File: src/rtl/row_to_page_bitmap_transpose_assert.svh
// ---------------------------------------------------------------------------
// Assertion macros for the row-to-page bitmap transpose
// Immediate-antecedent and next-cycle implication checks, reset-qualified.
// ---------------------------------------------------------------------------
`ifndef ROW_TO_PAGE_BITMAP_TRANSPOSE_ASSERT_SVH
`define ROW_TO_PAGE_BITMAP_TRANSPOSE_ASSERT_SVH

// ante implies cons in the same cycle
`define RTPB_ASSERT_IMP(lbl, clk, rst_n, ante, cons, msg) \
    lbl: assert property (@(posedge clk) disable iff (!rst_n) (ante) |-> (cons)) \
        else $error(msg);

// ante implies cons in the next cycle
`define RTPB_ASSERT_NXT(lbl, clk, rst_n, ante, cons, msg) \
    lbl: assert property (@(posedge clk) disable iff (!rst_n) (ante) |=> (cons)) \
        else $error(msg);

`endif

File: src/rtl/rtpb_pkg.sv
// ---------------------------------------------------------------------------
// rtpb_pkg
// Shared constants and types of the row-to-page bitmap transpose.
// ---------------------------------------------------------------------------
`timescale 1ns / 1ps
`default_nettype none

package rtpb_pkg;

    // Default store geometry
    localparam int MAX_WIDTH_BYTES_DEF = 16;
    localparam int MAX_PAGES_DEF       = 8;

    // Band geometry: seven stored rows plus the live eighth row
    localparam int STORE_ROWS = 7;
    localparam int BAND_ROWS  = 8;
    localparam int BEATS      = 8;

    // Configuration port
    localparam int CFG_IDX_W  = 4;
    localparam int CFG_DATA_W = 8;
    localparam int WB_W       = 5;
    localparam int HP_W       = 4;

    localparam logic [CFG_IDX_W-1:0] REG_WIDTH_BYTES  = CFG_IDX_W'(0);
    localparam logic [CFG_IDX_W-1:0] REG_HEIGHT_PAGES = CFG_IDX_W'(1);

    localparam logic [WB_W-1:0] WIDTH_RESET  = WB_W'(16);
    localparam logic [HP_W-1:0] HEIGHT_RESET = HP_W'(4);

    // Queue between front and back
    localparam int QUEUE_DEPTH = 2;
    localparam int QPTR_W      = 1;
    localparam int QCNT_W      = 2;

    // One eighth-row byte with the seven stored bytes of its column group
    typedef struct packed {
        logic [7:0]                  pixel;
        logic [STORE_ROWS-1:0][7:0]  rows;
        logic                        frame_last;
    } t_band_word;

    typedef struct packed {
        logic       valid;
        t_band_word word;
    } t_word_req;

endpackage

`default_nettype wire

File: src/rtl/rtpb_ifs.sv
// ---------------------------------------------------------------------------
// rtpb interfaces
// Valid/ready channels for pixel bytes, column bytes and register writes.
// ---------------------------------------------------------------------------
`timescale 1ns / 1ps
`default_nettype none

interface rtpb_in_if;
    logic       valid;
    logic       ready;
    logic [7:0] pixel_byte;

    modport source (output valid, output pixel_byte, input ready);
    modport sink   (input valid, input pixel_byte, output ready);
endinterface

interface rtpb_out_if;
    logic       valid;
    logic       ready;
    logic [7:0] column_byte;
    logic       run_last;
    logic       frame_last;

    modport source (output valid, output column_byte, output run_last,
                    output frame_last, input ready);
    modport sink   (input valid, input column_byte, input run_last,
                    input frame_last, output ready);
endinterface

interface rtpb_cfg_if;
    logic                          valid;
    logic                          ready;
    logic [rtpb_pkg::CFG_IDX_W-1:0]  index;
    logic [rtpb_pkg::CFG_DATA_W-1:0] data;

    modport source (output valid, output index, output data, input ready);
    modport sink   (input valid, input index, input data, output ready);
endinterface

`default_nettype wire

File: src/rtl/rtpb_front.sv
// ---------------------------------------------------------------------------
// rtpb_front
// Tracks row, column and page, stores rows 0..6 of each band and hands each
// eighth-row byte with its stored column bytes to the queue.
// ---------------------------------------------------------------------------
`timescale 1ns / 1ps
`default_nettype none
`include "row_to_page_bitmap_transpose_assert.svh"

module rtpb_front #(
    parameter int MAX_WIDTH_BYTES = rtpb_pkg::MAX_WIDTH_BYTES_DEF,
    parameter int MAX_PAGES       = rtpb_pkg::MAX_PAGES_DEF
) (
    input  logic                i_clk,
    input  logic                i_rst_n,
    rtpb_cfg_if.sink            i_cfg,
    rtpb_in_if.sink             i_pix,
    output rtpb_pkg::t_word_req o_push,
    input  logic                i_push_ready
);
    import rtpb_pkg::*;

    localparam int CW = (MAX_WIDTH_BYTES > 1) ? $clog2(MAX_WIDTH_BYTES) : 1;
    localparam int PW = (MAX_PAGES > 1) ? $clog2(MAX_PAGES) : 1;
    localparam logic [2:0] LAST_ROW = 3'(BAND_ROWS - 1);

    logic [WB_W-1:0] r_width_raw;
    logic [HP_W-1:0] r_height_raw;
    logic [2:0]      r_row;
    logic [CW-1:0]   r_col;
    logic [PW-1:0]   r_page;
    logic            r_s1_valid;
    t_band_word      r_s1_word;
    logic [7:0]      r_bank [STORE_ROWS][MAX_WIDTH_BYTES];

    logic [CW-1:0] w_m1;
    logic [PW-1:0] h_m1;
    logic [CW-1:0] col_eff;
    logic          row7;
    logic          last_col;
    logic          last_page;
    logic          accept;
    logic          cfg_we;
    logic          push;

    // Clamp register values to 1..max, kept as max index
    always_comb begin
        if (r_width_raw == '0) begin
            w_m1 = '0;
        end else if (32'(r_width_raw) > MAX_WIDTH_BYTES) begin
            w_m1 = CW'(MAX_WIDTH_BYTES - 1);
        end else begin
            w_m1 = CW'(r_width_raw - 1'b1);
        end
        if (r_height_raw == '0) begin
            h_m1 = '0;
        end else if (32'(r_height_raw) > MAX_PAGES) begin
            h_m1 = PW'(MAX_PAGES - 1);
        end else begin
            h_m1 = PW'(r_height_raw - 1'b1);
        end
    end

    assign col_eff   = (r_col > w_m1) ? w_m1 : r_col;
    assign row7      = (r_row == LAST_ROW);
    assign last_col  = (col_eff == w_m1);
    assign last_page = (r_page >= h_m1);

    // Stored rows never stall; the eighth row waits for a free stage
    assign i_pix.ready = !row7 || !r_s1_valid || i_push_ready;
    assign i_cfg.ready = 1'b1;
    assign accept      = i_pix.valid && i_pix.ready;
    assign cfg_we      = i_cfg.valid && i_cfg.ready;
    assign push        = r_s1_valid && i_push_ready;

    assign o_push.valid = r_s1_valid;
    assign o_push.word  = r_s1_word;

    // Configuration registers and position counters
    always_ff @(posedge i_clk) begin
        if (!i_rst_n) begin
            r_width_raw  <= WIDTH_RESET;
            r_height_raw <= HEIGHT_RESET;
            r_row        <= '0;
            r_col        <= '0;
            r_page       <= '0;
        end else if (cfg_we) begin
            if (i_cfg.index == REG_WIDTH_BYTES) begin
                r_width_raw <= i_cfg.data[WB_W-1:0];
                r_row       <= '0;
                r_col       <= '0;
                r_page      <= '0;
            end else if (i_cfg.index == REG_HEIGHT_PAGES) begin
                r_height_raw <= i_cfg.data[HP_W-1:0];
                r_row        <= '0;
                r_col        <= '0;
                r_page       <= '0;
            end
        end else if (accept) begin
            if (last_col) begin
                r_col <= '0;
                if (row7) begin
                    r_row  <= '0;
                    r_page <= last_page ? '0 : r_page + 1'b1;
                end else begin
                    r_row <= r_row + 1'b1;
                end
            end else begin
                r_col <= col_eff + 1'b1;
            end
        end
    end

    // Band store: write stored rows, read all seven at the column on row 7
    always_ff @(posedge i_clk) begin
        if (accept && !row7) begin
            r_bank[r_row][col_eff] <= i_pix.pixel_byte;
        end
        if (accept && row7) begin
            for (int r = 0; r < STORE_ROWS; r++) begin
                r_s1_word.rows[r] <= r_bank[r][col_eff];
            end
            r_s1_word.pixel      <= i_pix.pixel_byte;
            r_s1_word.frame_last <= last_col && last_page;
        end
    end

    // Hand-off stage valid
    always_ff @(posedge i_clk) begin
        if (!i_rst_n) begin
            r_s1_valid <= 1'b0;
        end else if (accept && row7) begin
            r_s1_valid <= 1'b1;
        end else if (push) begin
            r_s1_valid <= 1'b0;
        end
    end

    `RTPB_ASSERT_IMP(a_col_range, i_clk, i_rst_n, 1'b1, r_col <= w_m1, "column past width")
    `RTPB_ASSERT_IMP(a_page_range, i_clk, i_rst_n, 1'b1, r_page <= h_m1, "page past height")
    `RTPB_ASSERT_NXT(a_stage_hold, i_clk, i_rst_n, r_s1_valid && !i_push_ready,
        r_s1_valid && $stable(r_s1_word), "stalled hand-off word changed")

endmodule

`default_nettype wire

File: src/rtl/rtpb_queue.sv
// ---------------------------------------------------------------------------
// rtpb_queue
// Two-entry queue of band words between the front and the back.
// ---------------------------------------------------------------------------
`timescale 1ns / 1ps
`default_nettype none

module rtpb_queue (
    input  logic                i_clk,
    input  logic                i_rst_n,
    input  rtpb_pkg::t_word_req i_push,
    output logic                o_push_ready,
    output rtpb_pkg::t_word_req o_head,
    input  logic                i_pop
);
    import rtpb_pkg::*;

    t_band_word        r_mem [QUEUE_DEPTH];
    logic [QPTR_W-1:0] r_wr_ptr;
    logic [QPTR_W-1:0] r_rd_ptr;
    logic [QCNT_W-1:0] r_count;

    logic push;
    logic pop;

    assign o_push_ready = (r_count < QCNT_W'(QUEUE_DEPTH));
    assign push         = i_push.valid && o_push_ready;
    assign o_head.valid = (r_count != '0);
    assign o_head.word  = r_mem[r_rd_ptr];
    assign pop          = i_pop && o_head.valid;

    // Store words
    always_ff @(posedge i_clk) begin
        if (push) begin
            r_mem[r_wr_ptr] <= i_push.word;
        end
    end

    // Advance pointers and count
    always_ff @(posedge i_clk) begin
        if (!i_rst_n) begin
            r_wr_ptr <= '0;
            r_rd_ptr <= '0;
            r_count  <= '0;
        end else begin
            if (push) begin
                r_wr_ptr <= r_wr_ptr + 1'b1;
            end
            if (pop) begin
                r_rd_ptr <= r_rd_ptr + 1'b1;
            end
            unique case ({push, pop})
                2'b10:   r_count <= r_count + 1'b1;
                2'b01:   r_count <= r_count - 1'b1;
                default: r_count <= r_count;
            endcase
        end
    end

endmodule

`default_nettype wire

File: src/rtl/rtpb_back.sv
// ---------------------------------------------------------------------------
// rtpb_back
// Turns each band word into eight column bytes, one per cycle while the output
// is not stalled, through an output register.
// ---------------------------------------------------------------------------
`timescale 1ns / 1ps
`default_nettype none
`include "row_to_page_bitmap_transpose_assert.svh"

module rtpb_back (
    input  logic                i_clk,
    input  logic                i_rst_n,
    input  rtpb_pkg::t_word_req i_head,
    output logic                o_pop,
    rtpb_out_if.source          o_col
);
    import rtpb_pkg::*;

    localparam logic [2:0] LAST_BEAT = 3'(BEATS - 1);

    logic       r_busy;
    logic [2:0] r_beat;
    t_band_word r_word;
    logic       r_out_valid;
    logic [7:0] r_out_byte;
    logic       r_out_run;
    logic       r_out_frame;

    logic       load;
    logic       emit;
    logic       end_beat;
    logic [7:0] n_byte;

    assign load     = !r_out_valid || o_col.ready;
    assign emit     = load && r_busy;
    assign end_beat = (r_beat == LAST_BEAT);
    assign o_pop    = i_head.valid && (!r_busy || (emit && end_beat));

    // Gather one column: stored rows low, live row on top
    always_comb begin
        for (int r = 0; r < STORE_ROWS; r++) begin
            n_byte[r] = r_word.rows[r][r_beat];
        end
        n_byte[BAND_ROWS-1] = r_word.pixel[r_beat];
    end

    // Beat sequencing and word load
    always_ff @(posedge i_clk) begin
        if (!i_rst_n) begin
            r_busy      <= 1'b0;
            r_beat      <= '0;
            r_out_valid <= 1'b0;
        end else begin
            if (o_pop) begin
                r_busy <= 1'b1;
                r_beat <= '0;
            end else if (emit) begin
                r_beat <= r_beat + 1'b1;
                if (end_beat) begin
                    r_busy <= 1'b0;
                end
            end
            if (emit) begin
                r_out_valid <= 1'b1;
            end else if (load) begin
                r_out_valid <= 1'b0;
            end
        end
    end

    // Payload registers
    always_ff @(posedge i_clk) begin
        if (o_pop) begin
            r_word <= i_head.word;
        end
        if (emit) begin
            r_out_byte  <= n_byte;
            r_out_run   <= end_beat;
            r_out_frame <= end_beat && r_word.frame_last;
        end
    end

    assign o_col.valid       = r_out_valid;
    assign o_col.column_byte = r_out_byte;
    assign o_col.run_last    = r_out_run;
    assign o_col.frame_last  = r_out_frame;

    `RTPB_ASSERT_IMP(a_run_open, i_clk, i_rst_n, r_out_valid && !r_out_run, r_busy,
        "column byte shown mid-run without a word in work")
    `RTPB_ASSERT_IMP(a_frame_run, i_clk, i_rst_n, r_out_valid && r_out_frame, r_out_run,
        "frame mark off the end of a run")
    `RTPB_ASSERT_IMP(a_busy_src, i_clk, i_rst_n, $rose(r_busy), $past(i_head.valid),
        "work started without a queued word")

endmodule

`default_nettype wire

File: src/rtl/row_to_page_bitmap_transpose.sv
// ---------------------------------------------------------------------------
// row_to_page_bitmap_transpose
// Row-packed monochrome bitmap in, page-packed column bytes out.
// ---------------------------------------------------------------------------
//  channel  dir  payload                                  word
//  i_cfg    in   index[3:0], data[7:0]                    register write
//  i_pix    in   pixel_byte[7:0]                          one row byte
//  o_col    out  column_byte[7:0], run_last, frame_last   one column byte
//
//  Rows 0..6 of a band: one byte per cycle, stored in the band store.
//  Row 7: each byte yields eight column bytes, one per cycle from the output
//  register while the output is not stalled.
//  Reset: synchronous; counters and queue clear at once, no clearing pass;
//  band-store contents are undefined until written.
//  Output stalls back up through the two-entry queue to row-7 input bytes.
// ---------------------------------------------------------------------------
`timescale 1ns / 1ps
`default_nettype none

module row_to_page_bitmap_transpose #(
    parameter int MAX_WIDTH_BYTES = rtpb_pkg::MAX_WIDTH_BYTES_DEF,
    parameter int MAX_PAGES       = rtpb_pkg::MAX_PAGES_DEF
) (
    input  logic        i_clk,
    input  logic        i_rst_n,
    rtpb_cfg_if.sink    i_cfg,
    rtpb_in_if.sink     i_pix,
    rtpb_out_if.source  o_col
);
    import rtpb_pkg::*;

    t_word_req push_req;
    t_word_req head;
    logic      push_ready;
    logic      pop;

    // Position tracking and band store
    rtpb_front #(
        .MAX_WIDTH_BYTES (MAX_WIDTH_BYTES),
        .MAX_PAGES       (MAX_PAGES)
    ) u_front (
        .i_clk        (i_clk),
        .i_rst_n      (i_rst_n),
        .i_cfg        (i_cfg),
        .i_pix        (i_pix),
        .o_push       (push_req),
        .i_push_ready (push_ready)
    );

    // Decoupling queue
    rtpb_queue u_queue (
        .i_clk        (i_clk),
        .i_rst_n      (i_rst_n),
        .i_push       (push_req),
        .o_push_ready (push_ready),
        .o_head       (head),
        .i_pop        (pop)
    );

    // Column byte emission
    rtpb_back u_back (
        .i_clk   (i_clk),
        .i_rst_n (i_rst_n),
        .i_head  (head),
        .o_pop   (pop),
        .o_col   (o_col)
    );

endmodule

`default_nettype wire
File: src/flat_wrapper.sv
// flat-port wrapper written by rule: the top's interface ports become plain ports
module row_to_page_bitmap_transpose_flat import rtpb_pkg::*;
#(
    parameter int MAX_WIDTH_BYTES = rtpb_pkg::MAX_WIDTH_BYTES_DEF,
    parameter int MAX_PAGES       = rtpb_pkg::MAX_PAGES_DEF
)
  (i_clk, i_rst_n, i_cfg_valid, i_cfg_index, i_cfg_data, i_cfg_ready, i_pix_valid, i_pix_pixel_byte, i_pix_ready, o_col_valid, o_col_column_byte, o_col_run_last, o_col_frame_last, o_col_ready);
  rtpb_cfg_if i_cfg_i ();
  rtpb_in_if i_pix_i ();
  rtpb_out_if o_col_i ();
  input  logic i_clk;
  input  logic i_rst_n;
  input wire logic [$bits(i_cfg_i.valid)-1:0] i_cfg_valid;
  input wire logic [$bits(i_cfg_i.index)-1:0] i_cfg_index;
  input wire logic [$bits(i_cfg_i.data)-1:0] i_cfg_data;
  output wire logic [$bits(i_cfg_i.ready)-1:0] i_cfg_ready;
  input wire logic [$bits(i_pix_i.valid)-1:0] i_pix_valid;
  input wire logic [$bits(i_pix_i.pixel_byte)-1:0] i_pix_pixel_byte;
  output wire logic [$bits(i_pix_i.ready)-1:0] i_pix_ready;
  output wire logic [$bits(o_col_i.valid)-1:0] o_col_valid;
  output wire logic [$bits(o_col_i.column_byte)-1:0] o_col_column_byte;
  output wire logic [$bits(o_col_i.run_last)-1:0] o_col_run_last;
  output wire logic [$bits(o_col_i.frame_last)-1:0] o_col_frame_last;
  input wire logic [$bits(o_col_i.ready)-1:0] o_col_ready;
  assign i_cfg_i.valid = i_cfg_valid;
  assign i_cfg_i.index = i_cfg_index;
  assign i_cfg_i.data = i_cfg_data;
  assign i_cfg_ready = i_cfg_i.ready;
  assign i_pix_i.valid = i_pix_valid;
  assign i_pix_i.pixel_byte = i_pix_pixel_byte;
  assign i_pix_ready = i_pix_i.ready;
  assign o_col_valid = o_col_i.valid;
  assign o_col_column_byte = o_col_i.column_byte;
  assign o_col_run_last = o_col_i.run_last;
  assign o_col_frame_last = o_col_i.frame_last;
  assign o_col_i.ready = o_col_ready;
  row_to_page_bitmap_transpose #(.MAX_WIDTH_BYTES(MAX_WIDTH_BYTES), .MAX_PAGES(MAX_PAGES)) u_core (.i_clk(i_clk), .i_rst_n(i_rst_n), .i_cfg(i_cfg_i), .i_pix(i_pix_i), .o_col(o_col_i));
endmodule
File: config.mk
export PLATFORM = sky130hd
export DESIGN_NAME = row_to_page_bitmap_transpose_flat
export DESIGN_NICKNAME = d
export VERILOG_FILES = /design/src/rtl/rtpb_pkg.sv /design/src/rtl/rtpb_ifs.sv /design/src/rtl/rtpb_front.sv /design/src/rtl/rtpb_queue.sv /design/src/rtl/rtpb_back.sv /design/src/rtl/row_to_page_bitmap_transpose.sv /design/src/flat_wrapper.sv
export VERILOG_INCLUDE_DIRS = /design/src /design/src/rtl
export SDC_FILE = /design/constraint.sdc
export NUM_CORES = 1
export LEC_CHECK = 0
export BUFFER_PORTS_ARGS = -buffer_cell sky130_fd_sc_hd__buf_2
export CAP_MARGIN = 20
export CORE_MARGIN = 2
export CORE_UTILIZATION = 40
export DETAILED_ROUTE_END_ITERATION = 8
export PLACE_DENSITY = 0.58
export SLEW_MARGIN = 20
export SYNTH_ARGS = -nofsm -noshare
export SYNTH_HDL_FRONTEND = slang
export SYNTH_SLANG_ARGS = --single-unit
File: constraint.sdc
create_clock -name i_clk -period 15.8 [get_ports i_clk]
set_input_delay 3.16 -clock i_clk [delete_from_list [all_inputs] [get_ports i_clk]]
set_output_delay 3.16 -clock i_clk [all_outputs]
set_load 0.02 [all_outputs]
==> metrics.txt <==
status finished, final reports clean; max-slew violation count 0; total CTS buffers 117; hold crit path type reg2reg; Rows between 100 and 150; antenna violations before repair 3; CTS sink cnt 1195; most common cell after layout, fill and taps aside edfxtp_1; maximum VDD drop 0.09745 mV; synth warn 0; Initial Util 0.4034; CP Class reg2reg; ys async rst share 0; clock-pin slew on the worst setup and hold paths 60 ps; Worst path slowest cell buf_4; area growth from synthesis to layout 11.94%; post-route cell area 51700 um2; syn_nets 2632; clk_skew 13.77 ps; f_max roughly 0.13 GHz; initial DRC count between 2000 and 2500; pin count of the biggest net entering global routing 137; Tightest Pin Transition 1126 ps; Max Cap Viol 0; global-route usage over all layers 0.1682; most frequent cells in the layout 1166 x edfxtp_1, 228 x mux2i_1, 163 x nand2_1; Final nets 2666; Setup crit end kind register; cell taking the most area after synthesis edfxtp_1; Final ANT Viol Nets 0; Vias 22717; router iterations before antenna repair 6; Syn Inst Count 2588; top cell type's share of synthesized area 0.7581; Worst-Skew Late Latency ~690 ps; biggest area contributors in the synthesized netlist edfxtp_1 76%, mux2i_1 4.9%, mux2_2 3.6%; WHS 442.8 ps; Placer Congestion between 0.7 and 0.8; Die ar. 118200 um2; post-placement cell area about 48000 um2; core area 114500 um2; worst path arrival time about 8000 ps; hpwl dp 56490 um; Syn Area/Cell 17.85 um2; Setup crit start kind register; H-tree lvl count 3; final critical-path required period 7566 ps; first-pass GRT wire length 147200 um; die width between 300 and 400 um; Final TNS setup 0 ps; worst path required time approximately 16000 ps; Port Buffers 33; vias in the first global route between 20000 and 25000; PD cells 125.2 nW/um2; Worst slew margin 0.2490; layout cell share with drive strength beyond 1 0.1507; Setup Buffers After CTS 0; Via density 5.365; clock tree buffer depth 3; cells along the critical path inv_1, ha_1, or2_2, o311ai_1, nand2_1, ha_1, a211oi_1, o21ai_1, a21oi_1, nor2_4, buf_4, inv_8, buf_4, buf_12, mux2_2, a222oi_1, or4b_1; TritonCTS clock tree built; Routed WL between 90000 and 100000 um; Netlist cell types 64; Root Driver clkbuf_16; grt ovf 0; CP peak stage delay 870 ps; hold buffers post-CTS 0; Post-synth top flop edfxtp_1; Ports 38; sequential cell area fraction in the yosys report 0.7707; number of flops mapped to enable cells by yosys 1166; PostCTS Resize Cnt 0; mean routed wirelength per cell 23.54 um; #FFs+latches synth approximately 1200; unrepaired setup endpoints after global routing no; post-synth design cell area 46190 um2; final worst-path cycle share 0.4788; Finish-stage setup viols 0; number of fillers in the final layout 9613; worst-path maximum fanout 136; Die Span Y 343.8 um; Final Hold Viols 0; Pleak ~17 nW; # DRC 0; placed insts 4014; Non-Filler Instances ~4200
[worst max-delay path, delay by kind of cell, from the launching register on]
kind | cells | cell delay (ps)
simple gates | 4 | 970
mux | 1 | 410
fa+ha+maj | 2 | 560
flops | 1 | 520
buf+inv | 5 | 2640
compound gates | 5 | 1800
[path summary, 6_finish.rpt]
kind              slack (ps)  cells past startpoint                                     to                                       start
hold reg to reg          440                      0  u_core.u_queue.r_mem[0][10]$_DFFE_PP_         u_core.u_front.o_push[10]$_DFFE_PP_
hold / removal           440                      0  u_core.u_queue.r_mem[0][10]$_DFFE_PP_         u_core.u_front.o_push[10]$_DFFE_PP_
setup / recovery        8230                     17    u_core.u_front.o_push[31]$_DFFE_PP_  u_core.u_front.r_width_raw[0]$_SDFFE_PN0P_
setup reg to reg        8230                     17    u_core.u_front.o_push[31]$_DFFE_PP_  u_core.u_front.r_width_raw[0]$_SDFFE_PN0P_
[layout make-up]
class                           instances  area (um2)  area share
Clock inverter                         68       599.3     0.01159
Tap cell                             1512        1892     0.03659
Multi-Input combinational cell       1229        9980      0.1930
Sequential cell                      1195       35600      0.6885
Antenna cell                            1       2.502  0.00004840
Clock buffer                          150        3126     0.06045
Inverter                               18       75.07    0.001452
Timing Repair Buffer                   61       431.7    0.008349
[metal layers]
metal | global-route usage | vias to the layer above | wire length, um
li1 | - | 10350 | -
met1 | 0.2148 | 11588 | 41420
met2 | 0.2911 | 626 | 50050
met3 | 0.02890 | 153 | 5517
met4 | 0.05534 | 0 | 2697
met5 | 0 | - | 0
[logic make-up after synthesis]
| family | share of synthesized area |
|---|---|
| and+or+nand+nor | 0.04608 |
| muxes | 0.1160 |
| xor gates and xnor gates | 0.001517 |
| adders and majority gates | 0.005825 |
| buffers and inverters | 0.01569 |
| DFF | 0.7707 |
| other | 0.00008119 |
| AOI/OAI and AO/OA | 0.04416 |
[where the power goes]
| part | leakage (nW) | total [mW] | internal [mW] | switching, mW |
|---|---|---|---|---|
| logic | 4.97 | 0.264 | 0.0995 | 0.165 |
| registers | 10.7 | 3.52 | 3.51 | 0.0140 |
| clock network | 1.79 | 2.69 | 1.55 | 1.14 |
| total | 17.5 | 6.47 | 5.16 | 1.31 |
[synthesized netlist by cell type (all sizes together), types with 3 or more instances]
| cell type | number |
|---|---|
| o211ai | 3 |
| o21ai | 17 |
| xor2 | 3 |
| mux2 | 241 |
| a21boi | 13 |
| inv | 18 |
| o32ai | 4 |
| mux2i | 228 |
| or3b | 4 |
| nor2b | 7 |
| nand2b | 6 |
| mux4 | 16 |
| a211oi | 3 |
| buf | 64 |
| nand2 | 163 |
| a222oi | 56 |
| nand3 | 19 |
| or4b | 57 |
| xnor2 | 5 |
| o31ai | 3 |
| o31a | 5 |
| and2 | 9 |
| ha | 19 |
| or3 | 3 |
| maj3 | 3 |
| nand3b | 3 |
| clkbuf | 82 |
| a21oi | 67 |
| nor3 | 5 |
| dfxtp | 29 |
| nor2 | 127 |
| edfxtp | 1166 |
| o22ai | 112 |
[state kept, by name (all words and copies together) (netlist names), 3 cells and up]
register,flops
u_core.u_back.r_word,65
u_core.u_front.r_height_raw,4
u_core.u_front.o_push,65
u_core.u_back.r_beat,3
u_core.u_front.r_row,3
u_core.u_queue.r_mem,130
u_core.u_back.o_col.column_byte,8
u_core.u_front.r_page,3
u_core.u_front.r_width_raw,5
u_core.u_front.r_bank,896
u_core.u_front.r_col,4
[through the flow]
step	util	power (mW)	setup slack (ps)
floorplan	-	3.754	8396
global route	0.4515	6.678	7814
CTS	0.4512	6.534	8364
finish	0.4515	6.474	8234
detailed placement	0.4187	3.856	8372
global placement	0.4187	3.849	8487
No activity file was read; power rests on OpenSTA's default activity.
